## src/rtl/c3rb_pkg.sv

```systemverilog
// ----------------------------------------------------------------------------
// c3rb_pkg
// Shared constants, types and helpers of the 3x3 replicate-border convolution.
// ----------------------------------------------------------------------------
`default_nettype none

package c3rb_pkg;

    localparam int MAX_WIDTH    = 1024;
    localparam int MAX_HEIGHT   = 1024;
    localparam int PIX_BITS     = 16;
    localparam int COEF_BITS    = 16;
    localparam int CFG_BITS     = 48;
    localparam int DIM_BITS     = 11;
    localparam int CFG_IDX_BITS = 3;
    localparam int FILT_BITS    = 35;
    localparam int PROD_BITS    = PIX_BITS + COEF_BITS;
    localparam int RSUM_BITS    = PROD_BITS + 2;
    localparam int COL_BITS     = (MAX_WIDTH > 1) ? $clog2(MAX_WIDTH) : 1;
    localparam int ROW_BITS     = (MAX_HEIGHT > 1) ? $clog2(MAX_HEIGHT) : 1;
    localparam int QUEUE_DEPTH  = 4;
    localparam int QPTR_BITS    = (QUEUE_DEPTH > 1) ? $clog2(QUEUE_DEPTH) : 1;
    localparam int QCNT_BITS    = $clog2(QUEUE_DEPTH + 1);
    localparam int EMIT_COUNT   = 4;

    localparam logic [CFG_IDX_BITS-1:0] CFG_COEF_TOP = 3'd0;
    localparam logic [CFG_IDX_BITS-1:0] CFG_COEF_MID = 3'd1;
    localparam logic [CFG_IDX_BITS-1:0] CFG_COEF_BOT = 3'd2;
    localparam logic [CFG_IDX_BITS-1:0] CFG_WIDTH    = 3'd3;
    localparam logic [CFG_IDX_BITS-1:0] CFG_HEIGHT   = 3'd4;

    localparam logic [CFG_BITS-1:0] COEF_TOP_RST = 48'd0;
    localparam logic [CFG_BITS-1:0] COEF_MID_RST = 48'd65536;
    localparam logic [CFG_BITS-1:0] COEF_BOT_RST = 48'd0;
    localparam logic [DIM_BITS-1:0] WIDTH_RST    = 11'd1024;
    localparam logic [DIM_BITS-1:0] HEIGHT_RST   = 11'd1024;

    // result kinds of one item, in output order
    localparam int EMIT_CENTER = 0;
    localparam int EMIT_RIGHT  = 1;
    localparam int EMIT_BOTTOM = 2;
    localparam int EMIT_CORNER = 3;

    typedef logic signed [PIX_BITS-1:0] pix_t;
    typedef pix_t [2:0][2:0] win_t;
    typedef logic [EMIT_COUNT-1:0] emit_t;

    typedef struct packed {
        emit_t emit;
        win_t  win;
    } job_t;

    typedef struct packed {
        logic [DIM_BITS-1:0] width;
        logic [DIM_BITS-1:0] height;
    } dims_t;

    typedef struct packed {
        logic [CFG_BITS-1:0] top;
        logic [CFG_BITS-1:0] mid;
        logic [CFG_BITS-1:0] bot;
    } coefs_t;

    function automatic logic [DIM_BITS-1:0] clamp_dim(
        input logic [DIM_BITS-1:0] v,
        input logic [DIM_BITS-1:0] maxv
    );
        logic [DIM_BITS-1:0] res;
        if (v == '0) begin
            res = DIM_BITS'(1);
        end else if (v > maxv) begin
            res = maxv;
        end else begin
            res = v;
        end
        return res;
    endfunction

    function automatic logic [1:0] sel_idx(input logic [1:0] i, input logic use_b);
        logic [1:0] res;
        if (use_b) begin
            res = (i == 2'd0) ? 2'd1 : 2'd2;
        end else begin
            res = i;
        end
        return res;
    endfunction

endpackage

`default_nettype wire

```

## src/rtl/c3rb_queue.sv

```systemverilog
// ----------------------------------------------------------------------------
// c3rb_queue
// Short FIFO of classified windows between intake and arithmetic.
// ----------------------------------------------------------------------------
`default_nettype none

module c3rb_queue (
    input  wire logic            aclk,
    input  wire logic            aresetn,
    input  wire logic            push,
    input  wire c3rb_pkg::job_t  push_data,
    output      logic            full,
    input  wire logic            pop,
    output      c3rb_pkg::job_t  head,
    output      logic            empty
);

    c3rb_pkg::job_t                 entry_reg [c3rb_pkg::QUEUE_DEPTH];
    logic [c3rb_pkg::QPTR_BITS-1:0] wr_ptr_reg, wr_ptr_next;
    logic [c3rb_pkg::QPTR_BITS-1:0] rd_ptr_reg, rd_ptr_next;
    logic [c3rb_pkg::QCNT_BITS-1:0] count_reg, count_next;

    assign full  = count_reg == c3rb_pkg::QCNT_BITS'(c3rb_pkg::QUEUE_DEPTH);
    assign empty = count_reg == '0;
    assign head  = entry_reg[rd_ptr_reg];

    always_comb begin
        wr_ptr_next = wr_ptr_reg;
        rd_ptr_next = rd_ptr_reg;
        count_next  = count_reg;
        if (push) begin
            wr_ptr_next = (wr_ptr_reg == c3rb_pkg::QPTR_BITS'(c3rb_pkg::QUEUE_DEPTH - 1)) ?
                          '0 : wr_ptr_reg + c3rb_pkg::QPTR_BITS'(1);
        end
        if (pop) begin
            rd_ptr_next = (rd_ptr_reg == c3rb_pkg::QPTR_BITS'(c3rb_pkg::QUEUE_DEPTH - 1)) ?
                          '0 : rd_ptr_reg + c3rb_pkg::QPTR_BITS'(1);
        end
        if (push && !pop) begin
            count_next = count_reg + c3rb_pkg::QCNT_BITS'(1);
        end else if (pop && !push) begin
            count_next = count_reg - c3rb_pkg::QCNT_BITS'(1);
        end
    end

    always_ff @(posedge aclk) begin
        if (!aresetn) begin
            wr_ptr_reg <= '0;
            rd_ptr_reg <= '0;
            count_reg  <= '0;
        end else begin
            wr_ptr_reg <= wr_ptr_next;
            rd_ptr_reg <= rd_ptr_next;
            count_reg  <= count_next;
        end
    end

    always_ff @(posedge aclk) begin
        if (push) begin
            entry_reg[wr_ptr_reg] <= push_data;
        end
    end

endmodule

`default_nettype wire

```

## config.mk

```make
export PLATFORM = sky130hd
export DESIGN_NAME = c3rb_queue
export DESIGN_NICKNAME = d
export VERILOG_FILES = /design/src/rtl/c3rb_pkg.sv /design/src/rtl/c3rb_queue.sv
export SDC_FILE = /design/constraint.sdc
export NUM_CORES = 1
export LEC_CHECK = 0
export BUFFER_PORTS_ARGS = -buffer_cell sky130_fd_sc_hd__buf_2
export CORE_ASPECT_RATIO = 1.1
export CORE_MARGIN = 10
export CORE_UTILIZATION = 55
export DETAILED_ROUTE_END_ITERATION = 10
export GPL_TIMING_DRIVEN = 0
export PLACE_DENSITY = 0.74
export SYNTH_ARGS = -nofsm -noshare
export SYNTH_HDL_FRONTEND = slang
export SYNTH_SLANG_ARGS = --single-unit
export TNS_END_PERCENT = 1
```

## constraint.sdc

```tcl
create_clock -name aclk -period 10.25 [get_ports aclk]
set_input_delay 1.025 -clock aclk [delete_from_list [all_inputs] [get_ports aclk]]
set_output_delay 1.025 -clock aclk [all_outputs]
set_load 0.1 [all_outputs]
```

# Word-level counts from Yosys, hierarchy flattened
# Memories as Yosys holds them, arrays and structs flattened. A register that Yosys moved wholly into a read port is not among the register bits.
# Cells that the tools add are included.
# classes
addsub	4
eq_ne	3
mux	8
n_reduce_logical	6
# op_table
cell	n
$mux W2	4
$mux W3	2
$add A2 B1 Y2 const B	2
$eq A2 B2 Y1 const B	2
$add A3 B1 Y3 const B	1
$eq A3 B3 Y1 const B	1
$logic_not A3 Y1	1
$sub A3 B1 Y3 const B	1
$logic_and A1 B1 Y1	2
$logic_not A1 Y1	2
$mux W1	2
$reduce_bool A2 Y1	1
# totals
reg_bits	7
ram_bits	592
input_bits	152
out_inout_bits	150
n_memories	1
# memory_table
memory	words	word_bits	read_ports	rd_clocked_by_memory_dff	wr	line	rtl
entry_reg	4	148	1	1	1	c3rb_queue.sv:18	c3rb_pkg::job_t entry_reg [c3rb_pkg::QUEUE_DEPTH];

# Depth between registers and ports, before layout
# Gate-level depths: netlist (run 1).
# depth
word_depth	4
ltp_mapped	7
ltp_nobuf	7

# Worst setup path before layout (run 1)
# No wires, ideal clock.
# synth_timing
path_kind	input to register
from	input port push
to	memory entry_reg[0][0] (netlist name) (enable)
setup_ns	0.525
arrival_time_ns	4.404
slack_ns	5.322
path_stages	1
path_buffers	0
path_cell_list	and2_1
# synth_via
elab_chain_cells	2
# synth_rtl
item	line	rtl
start, declared	c3rb_queue.sv:10	input wire logic push,
$mux W1	c3rb_queue.sv:59	if (push) begin
$mux W1 (implied by the code)	c3rb_queue.sv:60	entry_reg[wr_ptr_reg] <= push_data;
end, declared	c3rb_queue.sv:18	
# No other way between the ends.

==> impl_metrics.ini, run 1 <==
[cells_and_area]
largest_reg_flops = 592
seq_area_um2 = 18000
fin_nets = 1343
multi_input_area_um2 = 3610
post-route-util_pct = 66.4
drive_gt1_share_pct = 46.4
area_growth_pct = 18.9
fill_cells = 2482
fin_cells = 1740

[yosys]
synth-seq-area-share_pct = 81.9
synth_xor_area_share_pct = 0.0799
synthCells = 817
synth_area_leaders = edfxtp_1, mux4_2, buf_12, dfxtp_1, ha_1
synth_cell_type_count = 25
synth-compound-area-share_pct = 0.0913
synth_mux_area_share_pct = 15.4
synth_fa_ha_area_share_pct = 0.434
synth_seq_cells = 601
synth.most_common_cell = edfxtp_1
synth_edf_count = 592
synth_async_sr_flop_share_pct = 0
synth_top_family_by_area = multiplexers
postSynthAreaPerCell_um2 = 26.8
yosysWarnings = 0
yosys.area_share.simple_pct = 0.411
yosysTopAreaCell = edfxtp_1
ys_top_cells_by_count = edfxtp_1, mux4_2, buf_2
synth_nets = 976
ys.flop_type = edfxtp_1
yosysTopAreaCellShare_pct = 81.1
syn-cell-area_um2 = 21900

[outcome]
status = finished clean

[sta]
timing.final.crit_share_pct = 37.2
worstMarginPinSlew_ns = 0.877
rsz0062_at_grt = false
finalSetupTns_ns = 0
hold_viol_final = 0
max_slew_margin_pct = 41.5
setup_viol = 0
finalClockSkew_ns = 0.0171
max_freq_mhz = 262
period_needed_ns = 3.81
timing.final.max_slew_violations = 0

[critical_path]
crit_type = reg2out
cp.arrival_ns = 2.79
critPathSlowestCell = clkbuf_1
path_common_cell = buf_2
end_kind = primary output
critPathBufInv = 3
crit_chain = clkbuf_1, buf_2, mux4_2, buf_2
cp_data_required_time_ns = 9.23
crit_path_max_fanout = 10
cp-start-kind = flop
critPathTopFamily = buffers and inverters
slowest_delay_ns = 0.68

[route]
met1Wirelength_mm = 16.9
met3_length_mm = 3.19
top_layer = met5
routed-wl-met2_mm = 22.5
wl_per_cell_um = 25.2
drt-pass1-iter-count = 4
drt_wl_total_mm = 43.9
drcViolationCount = 0
ant_nets = 0
vias_per_cell = 5.71
num_vias = 9928
drt-initial-drc-count = 634

[floorplan]
ios = 302
start_util_pct = 55.8
rows = 76
die_h_um = 229
dieArea_um2 = 48300
core_area_um2 = 39300
die_w_um = 210

[placed_design]
place_congestion = 0.699
dp.cells = 1633
hpwl_mm = 28.1
numPortBuffers = 301

[min_path]
worstHoldPathType = reg2reg

[grt]
grt_pass1_vias = 10500
grt_max_degree = 58
grt_use_total_pct = 18.2
grt.overflow.total = 0
grt_pass1_wl_mm = 66.0
antenna_found_initial = 8

[power_and_ir_drop]
p_total_mw = 5.85
power_leakage_nw = 8.81
ir_drop_mv = 0.169
cellPowerDensity_nw_per_um2 = 224

[clock_tree]
clk_pin_slew_ns = 0.06
cts_setup_buffers = 0
cts_made_buffers = 56
ctsHoldBuffers = 0
htreeDepth = 2
clock_latency_ns = 0.59
clkSinkCount = 601
cts_buffer_depth = 3
cts_tree = done
cts_resized = 0
cts-root-buf = clkbuf_16

[flow_run]
maxCapViolCount = 0
-- layer usage --
metal  up-vias  GRT usage, %
met5         -             0
met4        10          6.73
met3        82          4.63
met2       352          29.9
met1      5197          23.1
li1       4287             -
-- layout by cell type, fill, tap and decap left out, types with 4 or more instances in the layout --
master,instances
clkinv_1,13
inv_1,4
mux4_2,148
nor2b_1,5
dfxtp_1,9
buf_2,314
clkbuf_16,57
and2_4,4
clkinv_2,15
buf_12,11
edfxtp_1,592
buf_16,8
mux2i_1,4
bufinv_16,5
ha_1,6
clkbuf_1,11
diode_2,5
-- metrics by stage --
step	cell area, um2	setup WS, ns	hold WS [ns]
final	26100	6.44	0.507
after global routing	26100	6.24	0.540
after CTS	26100	6.26	0.511
after detailed placement	24300	6.96	0.502
after global placement	24100	2.41	0.492
after floorplan	21900	5.32	0.472
-- worst paths after layout --
check,startpoint,to,depth (start not counted),slack (ns)
worst min register to register,count_reg[2],count_reg[2],2,0.51
worst min-delay path,count_reg[2],count_reg[2],2,0.51
worst max register to register,wr_ptr_reg[0],entry_reg[2][117],4,8.21
worst max-delay path,flop,head[103],4,6.44
-- cell families after synthesis --
| group | count (synthesis) |
|---|---|
| AOI/OAI and AO/OA | 3 |
| xor gates and xnor gates | 2 |
| adders and majority gates | 7 |
| buffers and inverters | 37 |
| DFF | 601 |
| muxes | 152 |
| and+or+nand+nor | 15 |
-- where the power goes --
part           total [mW]  internal [mW]  switching [mW]
logic                1.03          0.218           0.812
registers            2.84           2.82          0.0248
clock network        1.98           1.14           0.839
total                5.85           4.17            1.68
-- area by class of cell --
class	count	area share, %
antenna	5	0.0480
buffer	33	1.40
clock buffer	67	5.62
clock inverter	35	1.11
inverter	4	0.0576
multi-input combinational	179	13.8
sequential	601	68.9
tap	507	2.43
timing repair buffer	309	6.62
-- worst min-delay path: cells and delay by family, from the launching register on --
kind | cells | cell delay [ns]
compound gates | 2 | 0.14
flops | 1 | 0.32
Power figures use the tool's default switching activity.
==> run 2, diff against run 1 <==
- CORE_UTILIZATION: 55 -> 51
- PLACE_DENSITY: 0.74 -> 0.72
- clock period: 10.25 -> 3.4 ns (I/O delays scaled with it)
==> run 2 against run 1 <==
Compared with the run above:
- setup slack worse by 6.2 ns
- largest power group unchanged
- cell area up 6.3%
- power rose to 3.0 times the previous value
- global-route usage down 0.53 points
- utilization down 1.0 points
- clock skew down 0.0011 ns
- flip-flop and latch count unchanged
- hold slack worse by 0.46 ns
- wire length up 2.6%
- combinational power rose to 3.2 times the previous value
==> impl_metrics.ini, run 2 (same netlist as run 1, synthesis figures left out) <==
[clock_tree]
cts_buffer_depth = 3
cts_made_buffers = 56
clk_pin_slew_ns = 0.06
cts-root-buf = clkbuf_16
clock_latency_ns = 0.59
ctsHoldBuffers = 148
cts_tree = done
clkSinkCount = 601
htreeDepth = 2
cts_resized = 0
cts_setup_buffers = 0

[route]
wl_per_cell_um = 23.1
drcViolationCount = 0
ant_nets = 0
vias_per_cell = 5.40
drt-pass1-iter-count = 5
num_vias = 10500
drt_wl_total_mm = 45.1
drt-initial-drc-count = 802

[cells_and_area]
mostFrequentLayoutCells = edfxtp_1, buf_2, mux4_2, dlygate4sd3_1, clkbuf_16
seq_area_um2 = 18000
area_growth_pct = 26.4
drive_gt1_share_pct = 41.2
fin_nets = 1495
layout_commonest_cell = edfxtp_1
final_area_um2 = 27700
fill_cells = 2682
multi_input_area_um2 = 3610
largest_reg_flops = 592

[floorplan]
rows = 79
die_w_um = 218
core_area_um2 = 42400
dieArea_um2 = 51700
start_util_pct = 51.7
ios = 302
die_h_um = 237

[critical_path]
end_kind = primary output
r2r-start = wr_ptr_reg[0]
cp-start-kind = flop
crit_type = reg2out
cp.arrival_ns = 2.84
worstReg2RegEnd = entry_reg[3][8]
ff2ff_path_depth = 4
endpoint = head[106]
crit_path_max_fanout = 10
r2r_slack_ns = 1.36
cp_data_required_time_ns = 3.06

[sta]
max_slew_margin_pct = 38.9
finalClockSkew_ns = 0.0161
max_freq_mhz = 315
layout_setup_ws_ns = 0.221
holdWs_ns = 0.0516
rsz0062_at_grt = false
hold_viol_final = 0
setup_viol = 0
period_needed_ns = 3.18
timing.final.max_slew_violations = 0
worstMarginPinSlew_ns = 0.916
finalSetupTns_ns = 0
timing.final.crit_share_pct = 93.5

[placed_design]
pre_cts_ws_ns = 0.779
hpwl_mm = 27.9
numPortBuffers = 301
place_congestion = 0.715
placed_cell_area_um2 = 24500

[grt]
grt.overflow.total = 0
grt_max_degree = 55
grt_use_total_pct = 17.7
grt_pass1_wl_mm = 69.6
grt_pass1_vias = 11400
antenna_found_initial = 7

[power_and_ir_drop]
ir_drop_mv = 0.478
cellPowerDensity_nw_per_um2 = 643
power_leakage_nw = 9.45
p_total_mw = 17.8

[outcome]
status = finished clean

[min_path]
worstHoldPathType = in2reg
min-delay-start = aresetn

[flow_run]
maxCapViolCount = 0
==> run 2: metal layers <==
| layer | track usage, % | vias to the layer above | part of all wire, % |
|---|---|---|---|
| met5 | 0 | - | 0.069 |
| met4 | 5.81 | 4 | 2.9 |
| met3 | 5.36 | 87 | 7.7 |
| met2 | 29.4 | 349 | 51 |
| met1 | 21.7 | 5494 | 38 |
| li1 | - | 4597 | - |
==> run 2: critical path, stage by stage, from the launching register on <==
cell,delay (ns)
dfxtp_1,0.38
clkbuf_1,0.71
buf_2,0.43
mux4_2,0.28
buf_2,0.44
==> run 2: final cells by class <==
class | count | area share (%)
Inverter | 4 | 0.0542
Multi-Input combinational cell | 179 | 13.0
Antenna cell | 5 | 0.0451
Clock inverter | 28 | 0.939
Clock buffer | 71 | 5.34
Tap cell | 567 | 2.56
Buffer | 33 | 1.31
Timing Repair Buffer | 461 | 11.9
Sequential cell | 601 | 64.8
==> run 2: power breakdown <==
group          internal, mW  switching (mW)
combinational         0.784            2.48
clock                  3.44            2.54
sequential             8.49          0.0748
total                  12.7            5.10
==> run 2: worst min-delay path by stage <==
stage	end	slack (ns)	cells after the start
floorplan	entry_reg[0][0]	0.44	0
global placement	count_reg[2]	0.49	2
detailed placement	count_reg[2]	0.53	2
CTS	rd_ptr_reg[0]	0.01	2
global route	wr_ptr_reg[0]	0.05	2
finish	count_reg[0]	0.05	2
==> run 2: through the flow <==
stage                     instances  utilization (%)
after floorplan                 817                -
after global placement         1685             57.0
after detailed placement       1697             57.7
after CTS                      1944             65.3
after global routing           1947             65.3
final                          1949             65.4
==> run 3, diff against run 2 <==
- CORE_UTILIZATION: 51 -> 55
- PLACE_DENSITY: 0.72 -> 0.74
- clock period: 3.4 -> 3.9 ns (I/O delays scaled with it)
==> run 3 against run 2 <==
Compared with the run above:
- flip-flop and latch count did not move
- first-iteration DRC count is 13% lower
- utilization up 4.6 points
- critical endpoint is now head[105]
- critical path depth did not move
- setup slack improved by 0.47 ns
- critical path type unchanged
- via count is 0.75% lower
==> impl_metrics.ini, run 3 (same netlist as run 1, synthesis figures left out) <==
[cells_and_area]
fill_cells = 2278
drive_gt1_share_pct = 41.9
mostFrequentLayoutCells = edfxtp_1, buf_2, mux4_2
post-route-util_pct = 70.0
fin_nets = 1479
area_growth_pct = 25.3
layout_commonest_cell = edfxtp_1
final_area_um2 = 27500
largest_reg_flops = 592

[placed_design]
hpwl_mm = 27.7
place_congestion = 0.725
numPortBuffers = 301
placed_cell_area_um2 = 24400

[power_and_ir_drop]
ir_drop_mv = 0.491
power_leakage_nw = 9.39
cellPowerDensity_nw_per_um2 = 566

[route]
vias_per_cell = 5.57
num_vias = 10500
drt-pass1-iter-count = 4
ant_nets = 0
drt-initial-drc-count = 701
wl_per_cell_um = 24.3
drt_wl_total_mm = 45.6
drcViolationCount = 0

[floorplan]
ios = 302
die_h_um = 229
rows = 76
die_w_um = 210
core_area_um2 = 39300
dieArea_um2 = 48300
start_util_pct = 55.8

[clock_tree]
clkSinkCount = 601
cts_buffer_depth = 3
clock_latency_ns = 0.59
clk_pin_slew_ns = 0.06
cts_setup_buffers = 0
cts_tree = done
cts-root-buf = clkbuf_16
htreeDepth = 2
cts_made_buffers = 56

[critical_path]
cp.arrival_ns = 2.82
critPathSlowestCell = clkbuf_1
cp_data_required_time_ns = 3.51
end_kind = primary output
crit_chain = clkbuf_1, buf_2, mux4_2, buf_2
r2r_slack_ns = 1.61
slowest_delay_ns = 0.68
path_common_cell = buf_2
critPathBufInv = 3
cp-start-kind = flop
ff2ff_path_depth = 4
critPathTopFamily = buffers and inverters
r2r-start = wr_ptr_reg[0]
worstReg2RegEnd = entry_reg[1][139]
crit_path_max_fanout = 10
crit_type = reg2out

[flow_run]
maxCapViolCount = 0

[sta]
max_freq_mhz = 312
period_needed_ns = 3.21
rsz0062_at_grt = false
finalClockSkew_ns = 0.0186
hold_viol_final = 0
timing.final.max_slew_violations = 0
max_slew_margin_pct = 41.5
worstMarginPinSlew_ns = 0.878
timing.final.crit_share_pct = 82.3
setup_viol = 0

[grt]
grt_use_total_pct = 18.8
grt.overflow.total = 0
antenna_found_initial = 5
grt_pass1_wl_mm = 68.5
grt_max_degree = 56
grt_pass1_vias = 11100

[min_path]
min-delay-start = push_data[136]
worstHoldPathType = in2reg
min_path_cells = 1
hold_end = entry_reg[1][136]

[outcome]
status = finished clean
-- run 3: cell types whose count changed in the layout (fill, tap and decap cells not counted), moves of 2 or more --
| cell | previous run | this run |
|---|---|---|
| dlygate4sd3_1 | 148 | 134 |
| clkinv_2 | 8 | 12 |
| clkbuf_1 | 15 | 12 |
| buf_16 | 11 | 9 |
-- run 3: how the worst max path moves through the flow --
stage	endpoint	depth (start not counted)	startpoint
floorplan	entry_reg[2][0]	3	wr_ptr_reg[0]
global placement	entry_reg[2][116]	3	wr_ptr_reg[0]
detailed placement	head[105]	4	flop
CTS	head[105]	4	flop
global route	head[105]	4	flop
finish	head[105]	4	flop
-- run 3: where the power goes --
group	internal [mW]	switching, mW	leakage, nW
combinational	0.664	2.16	3.01
sequential	7.40	0.0693	5.51
clock	3.06	2.20	0.872
total	11.1	4.44	9.39
-- run 3: metal layers --
metal	global-route usage (%)	vias up	wire [um]	part of all wire, %
li1	-	4555	-	-
met1	23.6	5434	17200	38
met2	31.5	399	23800	52
met3	4.64	62	3580	7.9
met4	6.09	2	1000	2.2
met5	0	-	17	0.037
-- run 3: worst register-to-register path, stage by stage (launching register included) --
cell	delay, ns
dfxtp_1	0.40
ha_1	0.17
and2_4	0.63
buf_16	0.34
buf_16	0.30
-- run 3: area by class of cell --
type                            instances  area, um2  area share (%)
Timing Repair Buffer                  445       3120            11.3
Inverter                                4       15.0          0.0546
Antenna cell                            5       12.5          0.0455
Clock inverter                         34        313            1.14
Clock buffer                           68       1470            5.34
Buffer                                 33        364            1.32
Sequential cell                       601      18000            65.3
Tap cell                              507        634            2.31
Multi-Input combinational cell        179       3610            13.1
-- run 3: per-stage QoR --
| stage | worst slack (ns) | std cells | setup TNS (ns) | hold WS, ns | power [mW] |
|---|---|---|---|---|---|
| floorplan | -0.552 | 817 | -242.38 | 0.472 | 9.80 |
| global placement | -3.26 | 1625 | -1487.24 | 0.488 | 10.3 |
| detailed placement | 1.25 | 1635 | 0 | 0.535 | 10.3 |
| CTS | 0.588 | 1871 | 0 | 0.000341 | 15.7 |
| global route | 0.535 | 1873 | 0 | 0.0173 | 16.1 |
| finish | 0.692 | 1876 | 0 | 0.0361 | 15.6 |
-- run 3: what timing repair did --
action,4_1_cts,5_1_grt
resized for setup,0,0
hold buffers,134,0
endpoints found under the hold margin,525,0
